<file path="src/rtl/core/u8d_pkg.sv">
// ----------------------------------------------------------------------------
// u8d_pkg: shared definitions for the UTF-8 byte decoder
// Byte classes, status codes and the transition table of the decoding DFA.
// ----------------------------------------------------------------------------
package u8d_pkg;

    localparam int unsigned BYTE_W   = 8;
    localparam int unsigned STATE_W  = 4;
    localparam int unsigned CLASS_W  = 4;
    localparam int unsigned POINT_W  = 21;
    localparam int unsigned NUM_STATES = 9;
    localparam int unsigned NUM_CLASSES = 16;
    localparam int unsigned PAYLOAD_BITS = 6;

    localparam logic [STATE_W-1:0] ACCEPT_STATE = 4'd0;
    localparam logic [STATE_W-1:0] REJECT_STATE = 4'd1;
    localparam logic [POINT_W-1:0] MAX_SCALAR   = 21'h10FFFF;

    typedef enum logic [1:0] {
        STATUS_COMPLETE = 2'd0,
        STATUS_MORE     = 2'd1,
        STATUS_REJECT   = 2'd2
    } status_t;

    typedef struct packed {
        status_t              status;
        logic [POINT_W-1:0]   code_point;
    } result_t;

    typedef logic [STATE_W-1:0] row_t [NUM_CLASSES];

    // Next state, indexed [state][class].
    localparam row_t NEXT_TAB [NUM_STATES] = '{
        '{4'd0,4'd1,4'd2,4'd3,4'd5,4'd8,4'd7,4'd1,4'd1,4'd1,4'd4,4'd6,4'd1,4'd1,4'd1,4'd1},
        '{4'd1,4'd1,4'd1,4'd1,4'd1,4'd1,4'd1,4'd1,4'd1,4'd1,4'd1,4'd1,4'd1,4'd1,4'd1,4'd1},
        '{4'd1,4'd0,4'd1,4'd1,4'd1,4'd1,4'd1,4'd0,4'd1,4'd0,4'd1,4'd1,4'd1,4'd1,4'd1,4'd1},
        '{4'd1,4'd2,4'd1,4'd1,4'd1,4'd1,4'd1,4'd2,4'd1,4'd2,4'd1,4'd1,4'd1,4'd1,4'd1,4'd1},
        '{4'd1,4'd1,4'd1,4'd1,4'd1,4'd1,4'd1,4'd2,4'd1,4'd1,4'd1,4'd1,4'd1,4'd1,4'd1,4'd1},
        '{4'd1,4'd2,4'd1,4'd1,4'd1,4'd1,4'd1,4'd1,4'd1,4'd2,4'd1,4'd1,4'd1,4'd1,4'd1,4'd1},
        '{4'd1,4'd1,4'd1,4'd1,4'd1,4'd1,4'd1,4'd3,4'd1,4'd3,4'd1,4'd1,4'd1,4'd1,4'd1,4'd1},
        '{4'd1,4'd3,4'd1,4'd1,4'd1,4'd1,4'd1,4'd3,4'd1,4'd3,4'd1,4'd1,4'd1,4'd1,4'd1,4'd1},
        '{4'd1,4'd3,4'd1,4'd1,4'd1,4'd1,4'd1,4'd1,4'd1,4'd1,4'd1,4'd1,4'd1,4'd1,4'd1,4'd1}
    };

    // Maps a raw byte to its character class.
    function automatic logic [CLASS_W-1:0] byte_class(input logic [BYTE_W-1:0] b);
        logic [CLASS_W-1:0] cls;
        priority if (b < 8'h80)  cls = 4'd0;
        else if (b < 8'h90)      cls = 4'd1;
        else if (b < 8'hA0)      cls = 4'd9;
        else if (b < 8'hC0)      cls = 4'd7;
        else if (b < 8'hC2)      cls = 4'd8;
        else if (b < 8'hE0)      cls = 4'd2;
        else if (b == 8'hE0)     cls = 4'd10;
        else if (b == 8'hED)     cls = 4'd4;
        else if (b < 8'hF0)      cls = 4'd3;
        else if (b == 8'hF0)     cls = 4'd11;
        else if (b < 8'hF4)      cls = 4'd6;
        else if (b == 8'hF4)     cls = 4'd5;
        else                     cls = 4'd8;
        return cls;
    endfunction

    // Transition lookup; a state outside the table behaves as reject.
    function automatic logic [STATE_W-1:0] next_state(input logic [STATE_W-1:0] st,
                                                      input logic [CLASS_W-1:0] cls);
        logic [STATE_W-1:0] nxt;
        if (st >= STATE_W'(NUM_STATES)) begin
            nxt = REJECT_STATE;
        end else begin
            nxt = NEXT_TAB[st][cls];
        end
        return nxt;
    endfunction

endpackage

</file>
<file path="src/rtl/core/u8d_dfa.sv">
// ----------------------------------------------------------------------------
// u8d_dfa: decoding state machine and code point accumulator
// Holds the DFA state and the partial code point, and forms one result per
// accepted byte.
// ----------------------------------------------------------------------------
module u8d_dfa (
    input  logic                           aclk,
    input  logic                           aresetn,
    input  logic                           step,
    input  logic [u8d_pkg::BYTE_W-1:0]     in_byte,
    output u8d_pkg::result_t               result
);

    logic [u8d_pkg::STATE_W-1:0] dfa_state_reg, dfa_state_next;
    logic [u8d_pkg::POINT_W-1:0] point_accum_reg, point_accum_next;
    logic [u8d_pkg::CLASS_W-1:0] cls;
    logic [u8d_pkg::BYTE_W-1:0]  lead_mask;

    always_comb begin
        cls            = u8d_pkg::byte_class(in_byte);
        lead_mask      = 8'hFF >> cls;
        dfa_state_next = u8d_pkg::next_state(dfa_state_reg, cls);
        if (dfa_state_reg != u8d_pkg::ACCEPT_STATE) begin
            point_accum_next = {point_accum_reg[u8d_pkg::POINT_W-u8d_pkg::PAYLOAD_BITS-1:0],
                                in_byte[u8d_pkg::PAYLOAD_BITS-1:0]};
        end else begin
            point_accum_next = u8d_pkg::POINT_W'(lead_mask & in_byte);
        end

        if (dfa_state_next == u8d_pkg::ACCEPT_STATE) begin
            result.status     = u8d_pkg::STATUS_COMPLETE;
            result.code_point = point_accum_next;
        end else if (dfa_state_next == u8d_pkg::REJECT_STATE) begin
            result.status     = u8d_pkg::STATUS_REJECT;
            result.code_point = '0;
        end else begin
            result.status     = u8d_pkg::STATUS_MORE;
            result.code_point = '0;
        end
    end

    always_ff @(posedge aclk) begin
        if (!aresetn) begin
            dfa_state_reg   <= u8d_pkg::ACCEPT_STATE;
            point_accum_reg <= '0;
        end else if (step) begin
            dfa_state_reg   <= dfa_state_next;
            point_accum_reg <= point_accum_next;
        end
    end

    a_reject_sticky: assert property (@(posedge aclk) disable iff (!aresetn)
        dfa_state_reg == u8d_pkg::REJECT_STATE |=> dfa_state_reg == u8d_pkg::REJECT_STATE)
        else $error("reject state was left without reset");

    a_state_range: assert property (@(posedge aclk) disable iff (!aresetn)
        dfa_state_reg < u8d_pkg::STATE_W'(u8d_pkg::NUM_STATES))
        else $error("DFA state outside the table");

    a_scalar_range: assert property (@(posedge aclk) disable iff (!aresetn)
        step && result.status == u8d_pkg::STATUS_COMPLETE |->
            result.code_point <= u8d_pkg::MAX_SCALAR)
        else $error("completed code point above the Unicode range");

endmodule

</file>
<file path="src/rtl/core/u8d_obuf.sv">
// ----------------------------------------------------------------------------
// u8d_obuf: two-entry result buffer
// An output register plus a skid register, so the input side sees a
// registered ready and keeps taking items while a result waits.
// ----------------------------------------------------------------------------
module u8d_obuf (
    input  logic              aclk,
    input  logic              aresetn,
    input  logic              push,
    input  u8d_pkg::result_t  push_data,
    output logic              can_push,
    output logic              out_valid,
    input  logic              out_ready,
    output u8d_pkg::result_t  out_data
);

    logic             out_valid_reg, skid_valid_reg;
    u8d_pkg::result_t out_data_reg, skid_data_reg;
    logic             pop;

    assign pop       = out_valid_reg && out_ready;
    assign can_push  = !skid_valid_reg;
    assign out_valid = out_valid_reg;
    assign out_data  = out_data_reg;

    always_ff @(posedge aclk) begin
        if (!aresetn) begin
            out_valid_reg  <= 1'b0;
            skid_valid_reg <= 1'b0;
        end else if (skid_valid_reg) begin
            if (pop) begin
                out_data_reg   <= skid_data_reg;
                skid_valid_reg <= 1'b0;
            end
        end else if (push) begin
            if (!out_valid_reg || pop) begin
                out_data_reg  <= push_data;
                out_valid_reg <= 1'b1;
            end else begin
                skid_data_reg  <= push_data;
                skid_valid_reg <= 1'b1;
            end
        end else if (pop) begin
            out_valid_reg <= 1'b0;
        end
    end

    a_skid_needs_out: assert property (@(posedge aclk) disable iff (!aresetn)
        skid_valid_reg |-> out_valid_reg)
        else $error("skid entry held while output register is empty");

endmodule

</file>
<file path="src/rtl/core/utf8_byte_decoder_core.sv">
// ----------------------------------------------------------------------------
// utf8_byte_decoder_core: validating UTF-8 byte decoder
// Takes one byte per item and returns one status and code point per byte.
// ----------------------------------------------------------------------------
// The decoder accepts one byte per clock while s_ready is high and returns
// exactly one result item for every byte, in order. Each byte is classified,
// the DFA state advances through a small transition table, and the code
// point is built from the lead byte and the six payload bits of each
// continuation byte; all of this is one short combinational step between the
// state registers and the result buffer, so throughput is one item per cycle
// while s_ready stays high, and each result is registered in that buffer.
// A two-entry result buffer keeps s_ready registered and lets the input keep
// flowing while a result waits. Status 0 means a code point is complete and
// m_code_point holds it, status 1 means a sequence is in progress, and status
// 2 means the stream was rejected; rejection is sticky until aresetn is
// asserted, and the code point reads zero for any status other than complete.
// ----------------------------------------------------------------------------
module utf8_byte_decoder_core (
    input  logic                           aclk,
    input  logic                           aresetn,
    input  logic                           s_valid,
    output logic                           s_ready,
    input  logic [u8d_pkg::BYTE_W-1:0]     s_in_byte,
    output logic                           m_valid,
    input  logic                           m_ready,
    output logic [1:0]                     m_status,
    output logic [u8d_pkg::POINT_W-1:0]    m_code_point
);

    logic             accept;
    u8d_pkg::result_t step_result;
    u8d_pkg::result_t out_result;

    // An item is taken whenever the skid register is free.
    assign accept = s_valid && s_ready;

    // Decoding step: state and accumulator advance on every accepted item.
    u8d_dfa u_dfa (
        .aclk    (aclk),
        .aresetn (aresetn),
        .step    (accept),
        .in_byte (s_in_byte),
        .result  (step_result)
    );

    // Result buffer parts the input and output handshakes.
    u8d_obuf u_obuf (
        .aclk      (aclk),
        .aresetn   (aresetn),
        .push      (accept),
        .push_data (step_result),
        .can_push  (s_ready),
        .out_valid (m_valid),
        .out_ready (m_ready),
        .out_data  (out_result)
    );

    assign m_status     = out_result.status;
    assign m_code_point = out_result.code_point;

    a_point_zero: assert property (@(posedge aclk) disable iff (!aresetn)
        m_valid && m_status != u8d_pkg::STATUS_COMPLETE |-> m_code_point == '0)
        else $error("code point shown with a status other than complete");

    a_status_code: assert property (@(posedge aclk) disable iff (!aresetn)
        m_valid |-> m_status != 2'd3)
        else $error("undefined status code on output");

endmodule

</file>
<file path="config.mk">
export PLATFORM = sky130hd
export DESIGN_NAME = utf8_byte_decoder_core
export DESIGN_NICKNAME = d
export VERILOG_FILES = /design/src/rtl/core/u8d_pkg.sv /design/src/rtl/core/u8d_dfa.sv /design/src/rtl/core/u8d_obuf.sv /design/src/rtl/core/utf8_byte_decoder_core.sv
export SDC_FILE = /design/constraint.sdc
export NUM_CORES = 1
export LEC_CHECK = 0
export BUFFER_PORTS_ARGS = -buffer_cell sky130_fd_sc_hd__buf_2
export CAP_MARGIN = 20
export CORE_AREA = 2 2 89 91
export CTS_CLUSTER_SIZE = 25
export DETAILED_ROUTE_END_ITERATION = 10
export DIE_AREA = 0 0 91 93
export GPL_TIMING_DRIVEN = 0
export PLACE_DENSITY_LB_ADDON = 0.15
export SLEW_MARGIN = 20
export SYNTH_ARGS = -nofsm -noshare
export SYNTH_HDL_FRONTEND = slang
export SYNTH_HIERARCHICAL = 1
export SYNTH_SLANG_ARGS = --single-unit
</file>
<file path="constraint.sdc">
create_clock -name aclk -period 3.45 [get_ports aclk]
set_clock_uncertainty 0.15 [all_clocks]
set_input_delay 0.5175 -clock aclk [delete_from_list [all_inputs] [get_ports aclk]]
set_output_delay 0.5175 -clock aclk [all_outputs]
set_load 0.03 [all_outputs]
</file>
* Word-level counts from Yosys, hierarchy flattened
Memory sizes are Yosys's and may differ from the RTL's.
Index checks and enable logic that the tools add are counted.
Widths: inputs -> output; s select.
** Storage, ports and cells
- Output and inout port bits :: 25
- Register bits :: 67
- Bits of input ports :: 12
- Logic and storage cells :: 78
- Memories kept :: 1
- Bits in read-only memories :: 1024
** Memory list
- (no name shown) :: depth 16, width 64, read ports 1, clocked after memory_dff 0, write ports 0, line u8d_pkg.sv:71 : nxt = NEXT_TAB[st][cls];
** Cells by class
- Muxes and demuxes :: 32
- Equality and inequality tests :: 7
- Shifts and indexed selects :: 1
- Bitwise operators :: 5
- Reductions and logical operators :: 13
- Magnitude comparators :: 11
** Operators by type and width (count)
- $mux 23 :: 6
- $mux 64 :: 2
- $lt 8x8->1 const B :: 8
- $mux 4 :: 15
- $eq 8x8->1 const B :: 4
- $mux 21 :: 1
- $bmux 4 s4 :: 1
- $ge 5x5->1 const B :: 2
- $not 4->5 :: 2
- $and 8x8->8 :: 1
- $reduce_and 4->1 :: 2
- $shr 8x4->8 const A :: 1
- $mux 1 :: 7
- $reduce_bool 2->1 :: 3
- $eq 4x1->1 const B :: 1
- $ge 4x4->1 const B :: 1
- $logic_not 4->1 :: 1
- $reduce_bool 4->1 :: 1
- $reduce_and 3->1 :: 1
- $logic_and 1x1->1 :: 2
- $logic_not 1->1 :: 2
- $ne 2x1->1 const B :: 1
- $ne 2x2->1 const B :: 1
- $not 1->1 :: 2
- $logic_or 1x1->1 :: 1

* Logic depth before layout (Yosys ltp)
- Depth in word-level cells :: 24
- Gate-level depth with buffers :: 10
- Mapped depth without buffers :: 8

* Modules after synthesis
The synthesis kept the hierarchy.
** By module, submodules not included
- u8d_obuf :: area an instance 1821.7 sq um, cells an instance 86, times used 1, sequential area each 1421.4 sq um
- u8d_dfa :: area an instance 1582.8 sq um, cells an instance 206, times used 1, sequential area each 380.4 sq um
- utf8_byte_decoder_core :: area an instance 6.3 sq um, cells an instance 1, times used 1, sequential area each 0.0 sq um

* Worst setup path after synthesis
Ideal clock, no wire load.
- Path type :: input to register
- Start point :: input port s_in_byte[2] (netlist bit)
- End point :: register u_obuf.out_data_reg, in the netlist u_obuf/out_data[16] (data pin)
- Library setup time :: 260 ps
- Stages on the path :: 9
- Slack :: 323 ps
- Data required time :: 3040 ps
- Data arrival time :: 2717 ps
- Buffers on the path :: 1
- Cell sequence :: or4_4 > a21oi_1 > or3_1 > nor2_1 > o41ai_2 > a211oi_2 > clkbuf_1 > and2_1 > mux2_2
** RTL lines
- from (decl) :: line utf8_byte_decoder_core.sv:23 : input logic [u8d_pkg::BYTE_W-1:0] s_in_byte,
- to (signal assigned) :: line u8d_obuf.sv:32 : out_data_reg <= skid_data_reg;
- to (signal assigned) :: line u8d_obuf.sv:37 : out_data_reg <= push_data;
- to (decl) :: line u8d_obuf.sv:18 : u8d_pkg::result_t out_data_reg, skid_data_reg;

==> qor.yml <==
timing:
  hold_violations: 0
  holdWs_ps: 286.3
  max_clock_freq_mhz: 303.8
  setup_ws_ps: 158.5
  period_needed_ps: 3292
  fin_crit_sh: 0.9541
  max_slew_margin: 0.6562
  grt_setup_unrepaired: "no"
  fin_setup_tns_ps: 0
  tightestPinTransition_ps: 515.7
  drv_slew: 0
  setup_violations: 0
clocking:
  clockBufferDepth: 2
  htreeDepth: 3
  numCtsBuffers: 9
  cts.sinks: 67
  root_buffer: "clkbuf_8"
  clkLatencyLatePin_ps: 340
  clkTransAtPathRegs_ps: 70
  cts_tree: "built"
routing:
  vias: 2369
  wl_per_cell_um: 14.71
  dr.pass1.iters: 4
  antenna_left: 0
  drt_iter0_drc: 88
  drc_errors: 0
  viasPerCell: 5.276
  wirelength_um: 6603
logic_synthesis:
  yosysWarningCount: 6
  synthDistinctLibCells: 60
  ys_top_cells_by_area: "edfxtp_1, dfxtp_1, mux2_2"
  yosys.area.top_type: "edfxtp_1"
  synth.avg_cell_area_um2: 11.64
  synth.most_common_cell: "edfxtp_1"
  netlist_instances: 293
  ys_top_cells_by_count: "edfxtp_1, mux2_2, dfxtp_1"
  synth-async-reset-ratio: 0
  synth_edf_count: 46
  synth.cell_area_mm2: 0.003411
  syn_nets: 305
  yosysSeqAreaShare: 0.5282
  yosys_most_used_dff: "edfxtp_1"
  yosysTopAreaCellShare: 0.4050
  yosys_register_bits: 67
final_layout:
  final_nets: 354
  diodes: 0
  area_growth_pct: 16.07
  drive_above_1_share: 0.2853
worst_setup_path:
  cp_cell_sequence: "buf_2, buf_2, or3b_2, a211oi_1, nor2_1, nor4b_1, o41ai_2, a211oi_2, clkbuf_2, and2_1, mux2_2"
  path_buf_inv: 3
  cp-end-kind: "flop"
  start_kind: "input port"
  critPathSlowestCell: "or3b_2"
  worstSetupPathType: "input port to flop"
  critPathMaxFanout: 10
  critPathMostFrequentCell: "buf_2"
  critPathRequiredTime_ps: 3510
  cp_top_family: "simple AND/OR/NAND/NOR gates"
  slowest_delay_ps: 470
  arrival_ps: 3350
place:
  io_buffers: 35
  post-dp-hpwl_um: 4817
  globalplace.congestion: 0.8897
  post-place-ws_ps: -307.1
run_status:
  status: "finished, final reports clean"
floorplan:
  rows: 32
  fp.dieH_um: 93
  core_mm2: 0.007527
  fp.dieW_um: 91
  io_pins: 37
  dieArea_mm2: 0.008463
  initial_core_util: 0.4531
grt:
  grt_first_pass_wirelength_um: 11160
  grt_pass1_vias: 2234
  antenna_found_initial: 0
  grt_overflow: 0
  grt_use_total: 0.1672
  grt_max_degree: 19
power_and_ir_drop:
  ir_drop_mv: 0.1722
  leakage_uw: 0.001451
  powerDensity_mw_per_mm2: 457.6
min_path:
  hp-class: "input port to flop"
run:
  cap_violations: 0
final cells by class:
class,count,area (µm²)
fill,710,3568
sequential,67,1802
multi-input combinational,200,1498
timing repair buffer,38,209.0
tap,102,127.6
clock buffer,9,123.9
buffer,20,123.9
clock inverter,7,52.55
inverter,6,22.52
per-stage QoR:
step / util / instance area, µm² / std cells / total power, µW
after floorplan: - / 3411 / 293 / 1172
after CTS: 0.5219 / 3929 / 448 / 1828
after detailed placement: 0.4985 / 3752 / 432 / 1257
after global placement: 0.4934 / 3714 / 430 / 1247
after global routing: 0.5259 / 3959 / 449 / 1906
final: 0.5259 / 3959 / 449 / 1811
placed cells by master (no fill, tap or decap), types with 8 or more instances in the layout:
master	synthesis	layout
nand3_1	14	14
mux2_2	23	23
nor2b_1	8	8
clkbuf_8	0	9
clkbuf_1	13	10
o21ai_0	8	8
and2_1	20	20
mux2i_1	8	8
edfxtp_1	46	46
a21boi_0	13	13
nand2b_1	17	17
nand2_1	10	10
dfxtp_1	21	21
buf_2	2	37
nor2_1	10	10
power breakdown:
part | internal [µW] | switching [µW]
sequential | 903 | 18.1
clock | 262 | 303
combinational | 129 | 197
total | 1290 | 518
cell families (layout without fill, tap and decap cells):
family | count (synthesis) | after routing | share of synthesized area
AND/OR/NAND/NOR | 108 | 108 | 0.1926
flip-flops | 67 | 67 | 0.5282
AO/OA/AOI/OAI | 60 | 60 | 0.1354
multiplexers | 31 | 31 | 0.09941
buffers and inverters | 26 | 80 | 0.04182
XOR/XNOR | 1 | 1 | 0.002568
final timing paths:
kind / from / endpoint / slack [ps] / depth (start not counted)
setup reg to reg: u_dfa/dfa_state_reg[2] / u_obuf/out_data[9] / 600 / 10
hold / removal: m_ready / u_obuf/skid_valid_reg / 290 / 2
hold reg to reg: u_dfa/point_accum_reg[12] / u_dfa/point_accum_reg[12] / 330 / 2
setup / recovery: s_in_byte[3] / u_obuf/out_data[9] / 160 / 11
worst register-to-register path, stage by stage, from the launching register on:
cell and delay, ps:
dfxtp_1 310, clkbuf_1 280, nor3_1 110, nand2b_1 220, nor4_1 90, a311o_1 320
a22o_1 240, a211oi_2 410, clkbuf_2 270, and2_1 180, mux2_2 150
per-layer routing:
| metal | up-vias | part of all wire | GRT usage |
|---|---|---|---|
| met2 | 42 | 0.47 | 0.2642 |
| met4 | 0 | 0.012 | 0.05303 |
| met1 | 1134 | 0.49 | 0.2295 |
| li1 | 1188 | - | - |
| met5 | - | 0 | 0 |
| met3 | 5 | 0.032 | 0.03868 |
what timing repair did:
item | CTS | global route
endpoints found under the setup margin | 0 | 19
gates resized for setup | 0 | 8
buffers inserted | 0 | 1
hold buffers | 0 | 0
(Power assumes the default switching activity.)
